===== config.mk =====
export PLATFORM = sky130hd
export DESIGN_NAME = stereo_peak_rms_level_meter_top
export DESIGN_NICKNAME = d
export VERILOG_FILES = /design/src/design/splm_pkg.sv /design/src/design/splm_ctrl.sv /design/src/design/splm_datapath.sv /design/src/design/stereo_peak_rms_level_meter_top.sv
export SDC_FILE = /design/constraint.sdc
export NUM_CORES = 2
export LEC_CHECK = 0
export BUFFER_PORTS_ARGS = -buffer_cell sky130_fd_sc_hd__buf_2
export CAP_MARGIN = 20
export CORE_MARGIN = 2
export CORE_UTILIZATION = 34
export DETAILED_ROUTE_END_ITERATION = 12
export GPL_ROUTABILITY_DRIVEN = 0
export PLACE_DENSITY = 0.6
export SYNTH_ARGS = -nofsm -noshare
export SYNTH_HDL_FRONTEND = slang
export SYNTH_SLANG_ARGS = --single-unit

===== constraint.sdc =====
create_clock -name clk -period 4.3 [get_ports clk]
set_input_delay 0.86 -clock clk [delete_from_list [all_inputs] [get_ports clk]]
set_output_delay 0.86 -clock clk [all_outputs]
set_load 0.02 [all_outputs]

===== src/design/splm_pkg.sv =====
`default_nettype none

package splm_pkg;

    localparam int SAMPLE_BITS = 16;
    localparam int COUNT_BITS  = 32;
    localparam int SQUARE_BITS = 2 * SAMPLE_BITS;
    localparam int SUM_BITS    = 62;
    localparam int ROOT_BITS   = SUM_BITS / 2;
    localparam int DIV_STEPS   = SUM_BITS;
    localparam int ROOT_STEPS  = ROOT_BITS;
    localparam int STEP_BITS   = $clog2(DIV_STEPS);

    localparam logic [COUNT_BITS-1:0]  COUNT_MAX = {COUNT_BITS{1'b1}};
    localparam logic [SUM_BITS-1:0]    SUM_MAX   = {SUM_BITS{1'b1}};
    localparam logic [SAMPLE_BITS-1:0] MAG_MAX   = SAMPLE_BITS'(1) << (SAMPLE_BITS - 1);

    localparam logic ACT_FRAME  = 1'b0;
    localparam logic ACT_REPORT = 1'b1;

    localparam logic CHAN_LEFT  = 1'b0;
    localparam logic CHAN_RIGHT = 1'b1;

    typedef enum logic [2:0] {
        ST_IDLE,
        ST_LOAD,
        ST_DIV,
        ST_ROOT_LOAD,
        ST_ROOT,
        ST_SAVE,
        ST_DONE
    } state_t;

    typedef struct packed {
        logic acc_frame;
        logic load_div;
        logic div_step;
        logic load_root;
        logic root_step;
        logic save_rms;
        logic publish;
        logic chan;
    } ctrl_cmd_t;

    typedef struct packed {
        logic count_zero;
        logic out_free;
    } ctrl_status_t;

endpackage

`default_nettype wire


===== src/design/splm_ctrl.sv =====
`default_nettype none

module splm_ctrl (
    input  wire                   clk,
    input  wire                   rst_n,
    input  wire                   in_valid,
    input  wire                   action,
    output logic                  in_stall,
    input  splm_pkg::ctrl_status_t status,
    output splm_pkg::ctrl_cmd_t   cmd
);
    import splm_pkg::*;

    state_t               state_reg, state_next;
    logic [STEP_BITS-1:0] step_reg, step_next;
    logic                 chan_reg, chan_next;
    logic                 in_accept;

    assign in_stall  = (state_reg != ST_IDLE);
    assign in_accept = in_valid && (state_reg == ST_IDLE);

    always_ff @(posedge clk or negedge rst_n)
    begin
        if (!rst_n)
        begin
            state_reg <= ST_IDLE;
            step_reg  <= '0;
            chan_reg  <= CHAN_LEFT;
        end
        else
        begin
            state_reg <= state_next;
            step_reg  <= step_next;
            chan_reg  <= chan_next;
        end
    end

    // next state
    always_comb
    begin
        state_next = state_reg;
        step_next  = step_reg;
        chan_next  = chan_reg;
        unique case (state_reg)
            ST_IDLE:
            begin
                if (in_accept && action == ACT_REPORT && !status.count_zero)
                begin
                    chan_next  = CHAN_LEFT;
                    state_next = ST_LOAD;
                end
            end
            ST_LOAD:
            begin
                step_next  = '0;
                state_next = ST_DIV;
            end
            ST_DIV:
            begin
                step_next = step_reg + STEP_BITS'(1);
                if (step_reg == STEP_BITS'(DIV_STEPS - 1))
                begin
                    state_next = ST_ROOT_LOAD;
                end
            end
            ST_ROOT_LOAD:
            begin
                step_next  = '0;
                state_next = ST_ROOT;
            end
            ST_ROOT:
            begin
                step_next = step_reg + STEP_BITS'(1);
                if (step_reg == STEP_BITS'(ROOT_STEPS - 1))
                begin
                    state_next = ST_SAVE;
                end
            end
            ST_SAVE:
            begin
                if (chan_reg == CHAN_LEFT)
                begin
                    chan_next  = CHAN_RIGHT;
                    state_next = ST_LOAD;
                end
                else
                begin
                    state_next = ST_DONE;
                end
            end
            ST_DONE:
            begin
                if (status.out_free)
                begin
                    state_next = ST_IDLE;
                end
            end
            default:
            begin
                state_next = ST_IDLE;
            end
        endcase
    end

    // commands
    always_comb
    begin
        cmd      = '0;
        cmd.chan = chan_reg;
        unique case (state_reg)
            ST_IDLE:      cmd.acc_frame = in_accept && action == ACT_FRAME;
            ST_LOAD:      cmd.load_div  = 1'b1;
            ST_DIV:       cmd.div_step  = 1'b1;
            ST_ROOT_LOAD: cmd.load_root = 1'b1;
            ST_ROOT:      cmd.root_step = 1'b1;
            ST_SAVE:      cmd.save_rms  = 1'b1;
            ST_DONE:      cmd.publish   = status.out_free;
            default:      cmd.chan      = chan_reg;
        endcase
    end

endmodule

`default_nettype wire


===== src/design/splm_datapath.sv =====
`default_nettype none

module splm_datapath (
    input  wire                                    clk,
    input  wire                                    rst_n,
    input  wire signed [splm_pkg::SAMPLE_BITS-1:0] left_sample,
    input  wire signed [splm_pkg::SAMPLE_BITS-1:0] right_sample,
    input  splm_pkg::ctrl_cmd_t                    cmd,
    output splm_pkg::ctrl_status_t                 status,
    output logic                                   out_valid,
    input  wire                                    out_stall,
    output logic [splm_pkg::COUNT_BITS-1:0]        frames_seen,
    output logic [splm_pkg::SAMPLE_BITS-1:0]       rms_left,
    output logic [splm_pkg::SAMPLE_BITS-1:0]       rms_right,
    output logic [splm_pkg::SAMPLE_BITS-1:0]       peak_left,
    output logic [splm_pkg::SAMPLE_BITS-1:0]       peak_right
);
    import splm_pkg::*;

    // accumulators
    logic [COUNT_BITS-1:0]  count_reg;
    logic [SUM_BITS-1:0]    sum_l_reg, sum_r_reg;
    logic [SAMPLE_BITS-1:0] peak_l_reg, peak_r_reg;
    logic [SQUARE_BITS-1:0] sq_l_reg, sq_r_reg;
    logic                   add_pend_reg;

    logic [SAMPLE_BITS-1:0] mag_l, mag_r;
    logic [SUM_BITS:0]      add_l, add_r;
    logic                   count_full;

    // shared divider and square root
    logic [SUM_BITS-1:0]    div_q_reg, div_q_next;
    logic [COUNT_BITS-1:0]  div_rem_reg, div_rem_next;
    logic [COUNT_BITS:0]    div_trial;
    logic                   div_ge;

    logic [SUM_BITS-1:0]    rad_reg, rad_next;
    logic [ROOT_BITS-1:0]   root_reg, root_next;
    logic [ROOT_BITS:0]     rrem_reg, rrem_next;
    logic [ROOT_BITS+2:0]   rrem_shift, rtrial;
    logic                   root_ge;
    logic [SAMPLE_BITS-1:0] root_clamped;

    logic [SAMPLE_BITS-1:0] rms_l_reg, rms_r_reg;

    // output register
    logic                   out_valid_reg;
    logic [COUNT_BITS-1:0]  o_count_reg;
    logic [SAMPLE_BITS-1:0] o_rms_l_reg, o_rms_r_reg, o_peak_l_reg, o_peak_r_reg;

    assign mag_l = left_sample[SAMPLE_BITS-1]  ? (~left_sample + 1'b1)  : left_sample;
    assign mag_r = right_sample[SAMPLE_BITS-1] ? (~right_sample + 1'b1) : right_sample;

    assign count_full = (count_reg == COUNT_MAX);
    assign add_l = {1'b0, sum_l_reg} + (SUM_BITS+1)'(sq_l_reg);
    assign add_r = {1'b0, sum_r_reg} + (SUM_BITS+1)'(sq_r_reg);

    assign status.count_zero = (count_reg == '0);
    assign status.out_free   = !out_valid_reg || !out_stall;

    always_ff @(posedge clk or negedge rst_n)
    begin
        if (!rst_n)
        begin
            count_reg    <= '0;
            sum_l_reg    <= '0;
            sum_r_reg    <= '0;
            peak_l_reg   <= '0;
            peak_r_reg   <= '0;
            add_pend_reg <= 1'b0;
        end
        else if (cmd.publish)
        begin
            count_reg    <= '0;
            sum_l_reg    <= '0;
            sum_r_reg    <= '0;
            peak_l_reg   <= '0;
            peak_r_reg   <= '0;
            add_pend_reg <= 1'b0;
        end
        else
        begin
            add_pend_reg <= cmd.acc_frame && !count_full;
            if (cmd.acc_frame)
            begin
                if (mag_l > peak_l_reg)
                    peak_l_reg <= mag_l;
                if (mag_r > peak_r_reg)
                    peak_r_reg <= mag_r;
                if (!count_full)
                    count_reg <= count_reg + 1'b1;
            end
            // add the registered squares into the sums in the cycle after the frame
            if (add_pend_reg)
            begin
                sum_l_reg <= add_l[SUM_BITS] ? SUM_MAX : add_l[SUM_BITS-1:0];
                sum_r_reg <= add_r[SUM_BITS] ? SUM_MAX : add_r[SUM_BITS-1:0];
            end
        end
    end

    always_ff @(posedge clk)
    begin
        if (cmd.acc_frame)
        begin
            sq_l_reg <= mag_l * mag_l;
            sq_r_reg <= mag_r * mag_r;
        end
    end

    // restoring division, one quotient bit per cycle
    assign div_trial = {div_rem_reg, div_q_reg[SUM_BITS-1]};
    assign div_ge    = (div_trial >= {1'b0, count_reg});

    always_comb
    begin
        div_q_next   = div_q_reg;
        div_rem_next = div_rem_reg;
        if (cmd.load_div)
        begin
            div_q_next   = (cmd.chan == CHAN_LEFT) ? sum_l_reg : sum_r_reg;
            div_rem_next = '0;
        end
        else if (cmd.div_step)
        begin
            div_q_next   = {div_q_reg[SUM_BITS-2:0], div_ge};
            div_rem_next = div_ge ? COUNT_BITS'(div_trial - {1'b0, count_reg})
                                  : div_trial[COUNT_BITS-1:0];
        end
    end

    // digit-by-digit square root, two radicand bits per cycle
    assign rrem_shift = {rrem_reg, rad_reg[SUM_BITS-1 -: 2]};
    assign rtrial     = {1'b0, root_reg, 2'b01};
    assign root_ge    = (rrem_shift >= rtrial);

    always_comb
    begin
        rad_next  = rad_reg;
        root_next = root_reg;
        rrem_next = rrem_reg;
        if (cmd.load_root)
        begin
            rad_next  = div_q_reg;
            root_next = '0;
            rrem_next = '0;
        end
        else if (cmd.root_step)
        begin
            rad_next  = {rad_reg[SUM_BITS-3:0], 2'b00};
            root_next = {root_reg[ROOT_BITS-2:0], root_ge};
            // the remainder never exceeds twice the root, so its top bits stay clear
            rrem_next = root_ge ? (ROOT_BITS+1)'(rrem_shift - rtrial)
                                : rrem_shift[ROOT_BITS:0];
        end
    end

    assign root_clamped = (root_reg > ROOT_BITS'(MAG_MAX)) ? MAG_MAX
                                                           : root_reg[SAMPLE_BITS-1:0];

    always_ff @(posedge clk)
    begin
        div_q_reg   <= div_q_next;
        div_rem_reg <= div_rem_next;
        rad_reg     <= rad_next;
        root_reg    <= root_next;
        rrem_reg    <= rrem_next;
        if (cmd.save_rms)
        begin
            if (cmd.chan == CHAN_LEFT)
                rms_l_reg <= root_clamped;
            else
                rms_r_reg <= root_clamped;
        end
        if (cmd.publish)
        begin
            o_count_reg  <= count_reg;
            o_rms_l_reg  <= rms_l_reg;
            o_rms_r_reg  <= rms_r_reg;
            o_peak_l_reg <= peak_l_reg;
            o_peak_r_reg <= peak_r_reg;
        end
    end

    always_ff @(posedge clk or negedge rst_n)
    begin
        if (!rst_n)
            out_valid_reg <= 1'b0;
        else if (cmd.publish)
            out_valid_reg <= 1'b1;
        else if (!out_stall)
            out_valid_reg <= 1'b0;
    end

    assign out_valid   = out_valid_reg;
    assign frames_seen = o_count_reg;
    assign rms_left    = o_rms_l_reg;
    assign rms_right   = o_rms_r_reg;
    assign peak_left   = o_peak_l_reg;
    assign peak_right  = o_peak_r_reg;

endmodule

`default_nettype wire


===== src/design/stereo_peak_rms_level_meter_top.sv =====
`default_nettype none

// Stereo peak/RMS level meter. Each item with action 0 is one stereo frame; frames are
// taken back to back while idle; the peaks and frame count update at once and the
// squares land in the 62-bit sums in the cycle after. An item with action 1 reports
// the window: if no frame was seen it is dropped, otherwise the input stalls while one
// shared divider (one quotient bit per cycle) and one square-root unit (one root bit
// per cycle) work through the left and then the right channel. The result goes to an
// output register, so frames are taken again while it waits; the next report waits only
// if that register is still full. The accumulators clear when the report is published.
module stereo_peak_rms_level_meter_top (
    input  wire                                    clk,
    input  wire                                    rst_n,
    input  wire                                    in_valid,
    output logic                                   in_stall,
    input  wire                                    action,
    input  wire signed [splm_pkg::SAMPLE_BITS-1:0] left_sample,
    input  wire signed [splm_pkg::SAMPLE_BITS-1:0] right_sample,
    output logic                                   out_valid,
    input  wire                                    out_stall,
    output logic [splm_pkg::COUNT_BITS-1:0]        frames_seen,
    output logic [splm_pkg::SAMPLE_BITS-1:0]       rms_left,
    output logic [splm_pkg::SAMPLE_BITS-1:0]       rms_right,
    output logic [splm_pkg::SAMPLE_BITS-1:0]       peak_left,
    output logic [splm_pkg::SAMPLE_BITS-1:0]       peak_right
);
    import splm_pkg::*;

    ctrl_cmd_t    cmd;
    ctrl_status_t status;

    splm_ctrl u_ctrl (
        .clk      (clk),
        .rst_n    (rst_n),
        .in_valid (in_valid),
        .action   (action),
        .in_stall (in_stall),
        .status   (status),
        .cmd      (cmd)
    );

    splm_datapath u_datapath (
        .clk          (clk),
        .rst_n        (rst_n),
        .left_sample  (left_sample),
        .right_sample (right_sample),
        .cmd          (cmd),
        .status       (status),
        .out_valid    (out_valid),
        .out_stall    (out_stall),
        .frames_seen  (frames_seen),
        .rms_left     (rms_left),
        .rms_right    (rms_right),
        .peak_left    (peak_left),
        .peak_right   (peak_right)
    );

endmodule

`default_nettype wire

# Yosys cells after proc, flatten, opt, wreduce, memory -nomap -nowiden

Cells that the tools add are included.

Flip-flop bits (word level): 611
Input bits: 37
Output and inout port bits: 98
Word-level logic and storage cells: 132

Add/sub/neg operators: 8
Multiply operators: 2
Magnitude comparators: 5
Equality and inequality tests: 15
Mux-type cells: 44
Bitwise gates (word level): 4
Reductions and logical operators: 30

Operators with widths:

| operator                                                        | number |
|---|---|
| 2-to-1 mux 62 bit                                               | 11 |
| 2-to-1 mux 32 bit                                               | 5 |
| 2-to-1 mux 16 bit                                               | 9 |
| adder 62 x 32 -> 63 bit                                         | 2 |
| multiplier 16 x 16 -> 32 bit                                    | 2 |
| subtractor 32 bit                                               | 2 |
| greater-or-equal comparator 34 x 33 -> 1 bit                    | 1 |
| greater-or-equal comparator 33 x 32 -> 1 bit                    | 1 |
| adder 16 x 1 -> 16 bit, second input constant                   | 2 |
| adder 32 x 1 -> 32 bit, second input constant                   | 1 |
| equality test 32 bit, second input constant                     | 1 |
| greater-than comparator 16 bit                                  | 2 |
| logical NOT 32 bit                                              | 1 |
| NOT 16 bit                                                      | 2 |
| greater-than comparator 31 x 16 -> 1 bit, second input constant | 1 |
| one-hot mux 3 bit (7 select lines)                              | 1 |
| nonzero test 2 bit                                              | 8 |
| 2-to-1 mux 3 bit                                                | 5 |
| one-hot mux 6 bit (2 select lines)                              | 1 |
| AND reduction 2 bit                                             | 6 |
| 2-to-1 mux 1 bit                                                | 11 |
| equality test 3 bit, second input constant                      | 3 |
| != test 2 x 1 -> 1 bit, second input constant                   | 4 |
| adder 6 x 1 -> 6 bit, second input constant                     | 1 |
| other kinds (14)                                                | 25 |

# Longest topological paths before layout

Word-level depth: 7
Gate-level depth with buffers: 34
Depth with buffers taken out: 32

# Hierarchy

Synthesis repeated with hierarchy kept, for this count alone.

Cell total of the unflattened synthesis: 4809
Area total of the unflattened synthesis: 46930.0 um^2

By module, submodules not included:

| module        | instances | cells an instance | area each (um^2) | sequential area each (um^2) |
|---|---|---|---|---|
| splm_datapath | 1         | 4735              | 46238.1          | 16085.4 |
| splm_ctrl     | 1         | 74                | 691.9            | 250.2 |

# Worst setup path before layout

Ideal clock, no wire load.

Path type: input-to-reg
From: input right_sample[0] in the netlist's numbering
To: register u_datapath.sq_r_reg[28] (data pin)
Setup time: 0.259 ns
Data arrival time: 8.400 ns
Data required time: 4.041 ns
Slack: -4.359 ns
Stages: 33
Path buffers: 2
Path through: inv_1 clkbuf_1 ha_1 nand2_1 or3_1 o31a_1 xnor2_1 clkinv_1 nand2_1 inv_1 fa_1 inv_1 fa_1 inv_1 fa_1 inv_1 fa_1 inv_1 fa_1 inv_1 fa_1 inv_1 ha_1 clkbuf_1 nand4_1 o211ai_1 nor3_1 a211oi_1 a211oi_1 o21bai_1 a21o_1 a21oi_1 xnor2_1

Word-level cells in the longest chain between the ends: 4

RTL lines:

| what                           | RTL line                              | text |
|---|---|---|
| from (decl)                    | stereo_peak_rms_level_meter_top.sv:18 | `input wire signed [splm_pkg::SAMPLE_BITS-1:0] right_sample,` |
| NOT 16 bit                     | splm_datapath.sv:52                   | `assign mag_r = right_sample[SAMPLE_BITS-1] ? (~right_sample + 1'b1) : right_sample;` |
| adder 16 x 1 -> 16 bit         | splm_datapath.sv:52                   |  |
| 2-to-1 mux 16 bit *            | splm_datapath.sv:52                   |  |
| multiplier 16 x 16 -> 32 bit * | splm_datapath.sv:107                  | `sq_r_reg <= mag_r * mag_r;` |
| to (signal assigned)           | splm_datapath.sv:107                  |  |
| to (decl)                      | splm_datapath.sv:24                   | `logic [SQUARE_BITS-1:0] sq_l_reg, sq_r_reg;` |

Mark *: on every way between the ends. The rest lies on a longest branch, timed or not.
A chain may end at the register's enable or synchronous reset.

# Final worst setup path

From: input right_sample[0] in the netlist's numbering
To: register u_datapath.sq_r_reg[31] (data pin)

Same word-level chain as after synthesis.

==> flow_metrics.tcl <==
set metrics [dict create \
    synthCells 4859 \
    synth_edf_count 314 \
    clock_path_buffers 3 \
    cap_violations 0 \
    finalWorstSetupSlack_ns -2.766 \
    numClockSinks 609 \
    wirelength_mm 120.3 \
    viasPerCell 5.054 \
    antenna_found_initial 3 \
    report.final.slew_viol_count 0 \
    ys_ff_latch 609 \
    cpPeakStageDelay_ns 0.50 \
    ant_nets 0 \
    firstDrtPassIters 7 \
    yosys.cell_types.count 94 \
    die_y_um 374.0 \
    dp_hpwl_mm 90.39 \
    status "finished, violations left" \
    hold_class "input pin to async pin" \
    grt_max_degree 125 \
    portBuffers 134 \
    io_pins 135 \
    arrival_ns 7.48 \
    die-area_mm2 0.1399 \
    worst_path_most_repeated_cell "fa_1" \
    cts_tree "done" \
    post_route_cells_drive_above_1_share_pct 20.86 \
    synth_xor_area_share_pct 4.498 \
    cp_max_fo 7 \
    die_w_um 374.0 \
    synth_fa_ha_area_share_pct 23.98 \
    clkSlewWorstSetupHoldPaths_ns 0.06 \
    muxShareOfSynthArea_pct 2.670 \
    grt_pass1_vias 37570 \
    fmax_mhz 141.5 \
    synthArstFlopShare_pct 32.84 \
    htreeDepth 3 \
    startpoint_type "input pin" \
    period_share_pct 164.3 \
    ys.warnings.count 0 \
    synth_simple_gate_area_share_pct 12.86 \
    grt_usage_pct 17.19 \
    setup_viol 52 \
    layout_commonest_cell "inv_1" \
    layout_common_cells "inv_1 (567), nand2_1 (489), buf_4 (452)" \
    fp-row-count 135 \
    syn_avg_cell_area_um2 9.578 \
    area_growth_pct 23.74 \
    core_area_mm2 0.1356 \
    synth.area.top_cells "edfxtp_1 (20%), fa_1 (14%), dfrtp_1 (11%)" \
    cts_made_buffers 72 \
    netlist_area_mm2 0.04654 \
    instances_no_fill 7272 \
    dp_cells 7068 \
    ctsHoldBuffers 0 \
    wire_per_inst_um 16.54 \
    root_buffer "clkbuf_16" \
    violations "setup timing" \
    rsz0062_at_grt "yes" \
    slew_headroom_pct 42.19 \
    end_kind "flip-flop" \
    synth-compound-area-share_pct 14.21 \
    route.detailed.drc 0 \
    synth_top_area_cell "edfxtp_1" \
    clock_skew_ns 0.02877 \
    clock_latency_ns 0.67 \
    ys.flop_type "edfxtp_1" \
    cp.required_ns 4.71 \
    tightest_slew_ns 0.8671 \
    initial_utilization_pct 34.31 \
    overflow 0 \
    cpMaxStageDelayCell "fa_1" \
    synth.yosys.seq_area_share_pct 35.10 \
    critPathKind "input pin to flip-flop" \
    layout_min_cycle_time_ns 7.066 \
    drt_first_iter_violations 2208 \
    grt_pass1_wl_mm 197.2 \
    fin_nets 6161 \
    finalHoldViolCount 0 \
    synth_top_area_share_pct 20.26 \
    num_vias 36750 \
    synth_top_family_by_area "adder cells" \
]
metal layers:
metal  vias up  routed length, µm  global-route usage (%)
met3       166               4897                   2.110
met4         4               2850                   4.797
met1     18060              53180                   22.50
met2       736              59360                   29.79
li1      17790                  -                       -
met5         -                 27                       0
synthesized netlist by cell type, drive strengths merged (9+ instances only):
library cell,count
a211oi,25
a21o,114
a21oi,323
a221oi,10
a311oi,22
a31o,10
a31oi,74
a32o,17
and2,52
and3,48
and4,16
buf,19
clkbuf,157
clkinv,15
dfrtp,200
dfxtp,95
edfxtp,314
fa,330
ha,364
inv,630
mux2i,123
nand2,544
nand2b,32
nand3,71
nand4,53
nor2,358
nor2b,17
nor3,46
nor4,18
o211ai,11
o21a,28
o21ai,256
o21bai,28
o22ai,33
o31ai,14
or2,9
or3,22
xnor2,160
xor2,76
layout make-up:
cell class                      count  area [µm²]
Antenna cell                        1       2.502
Clock buffer                       92        1979
Clock inverter                     42       495.5
Fill cell                       13040       78050
Inverter                          645        2516
Multi-Input combinational cell   3450       29070
Sequential cell                   609       16340
Tap cell                         1781        2228
Timing Repair Buffer              652        4954
timing repair:
item / 4_1_cts / 5_1_grt
resized for setup: 227 / 98
endpoints found under the setup margin: 52 / 53
pin swaps: 239 / 101
buffers inserted: 60 / 25
path summary, 6_finish.rpt:
kind	startpoint	end	slack (ns)	cells after the start
max	right_sample[0]	u_datapath.sq_r_reg[31]	-2.77	33
min	rst_n	u_datapath.count_reg[21]	0.18	1
min in group clk	u_datapath.rms_r_reg[12]	u_datapath.rms_right[12]	0.42	0
max reg2reg	u_datapath.sq_r_reg[2]	u_datapath.sum_r_reg[47]	0.41	12
max in group asynchronous	rst_n	u_datapath.sum_l_reg[16]	3.15	2
min reg2reg	u_datapath.rms_r_reg[12]	u_datapath.rms_right[12]	0.42	0
worst max-delay path: cells and delay by family:
family                     cells  cell delay [ns]
adders and majority gates      8             3.29
AOI/OAI and AO/OA              6             1.36
and+or+nand+nor                6             0.90
buffers and inverters         11             0.77
xor gates and xnor gates       2             0.31
through the flow:
stage                     worst slack (ns)  utilization, %  hold slack [ns]  TNS, ns  area, µm²
after global placement              -3.836           39.27           0.4038  -160.55      53270
after floorplan                     -3.504               -           0.4003  -131.31      47610
after global routing                -3.016           42.45           0.1966  -117.06      57580
final                               -2.766           42.45           0.1791  -106.64      57580
after CTS                           -2.701           42.10           0.1531  -103.62      57100
after detailed placement            -3.969           39.27           0.4045  -166.44      53270
kinds of logic after synthesis:
logic type	after synthesis
adders and majority gates	694
buffers and inverters	821
muxes	124
and+or+nand+nor	1317
xor gates and xnor gates	236
other	2
DFF	609
AOI/OAI and AO/OA	1056
Power is left out: the tool's default activity adds up to more than one toggle a clock period on the data nets, which glitch-free logic cannot reach.
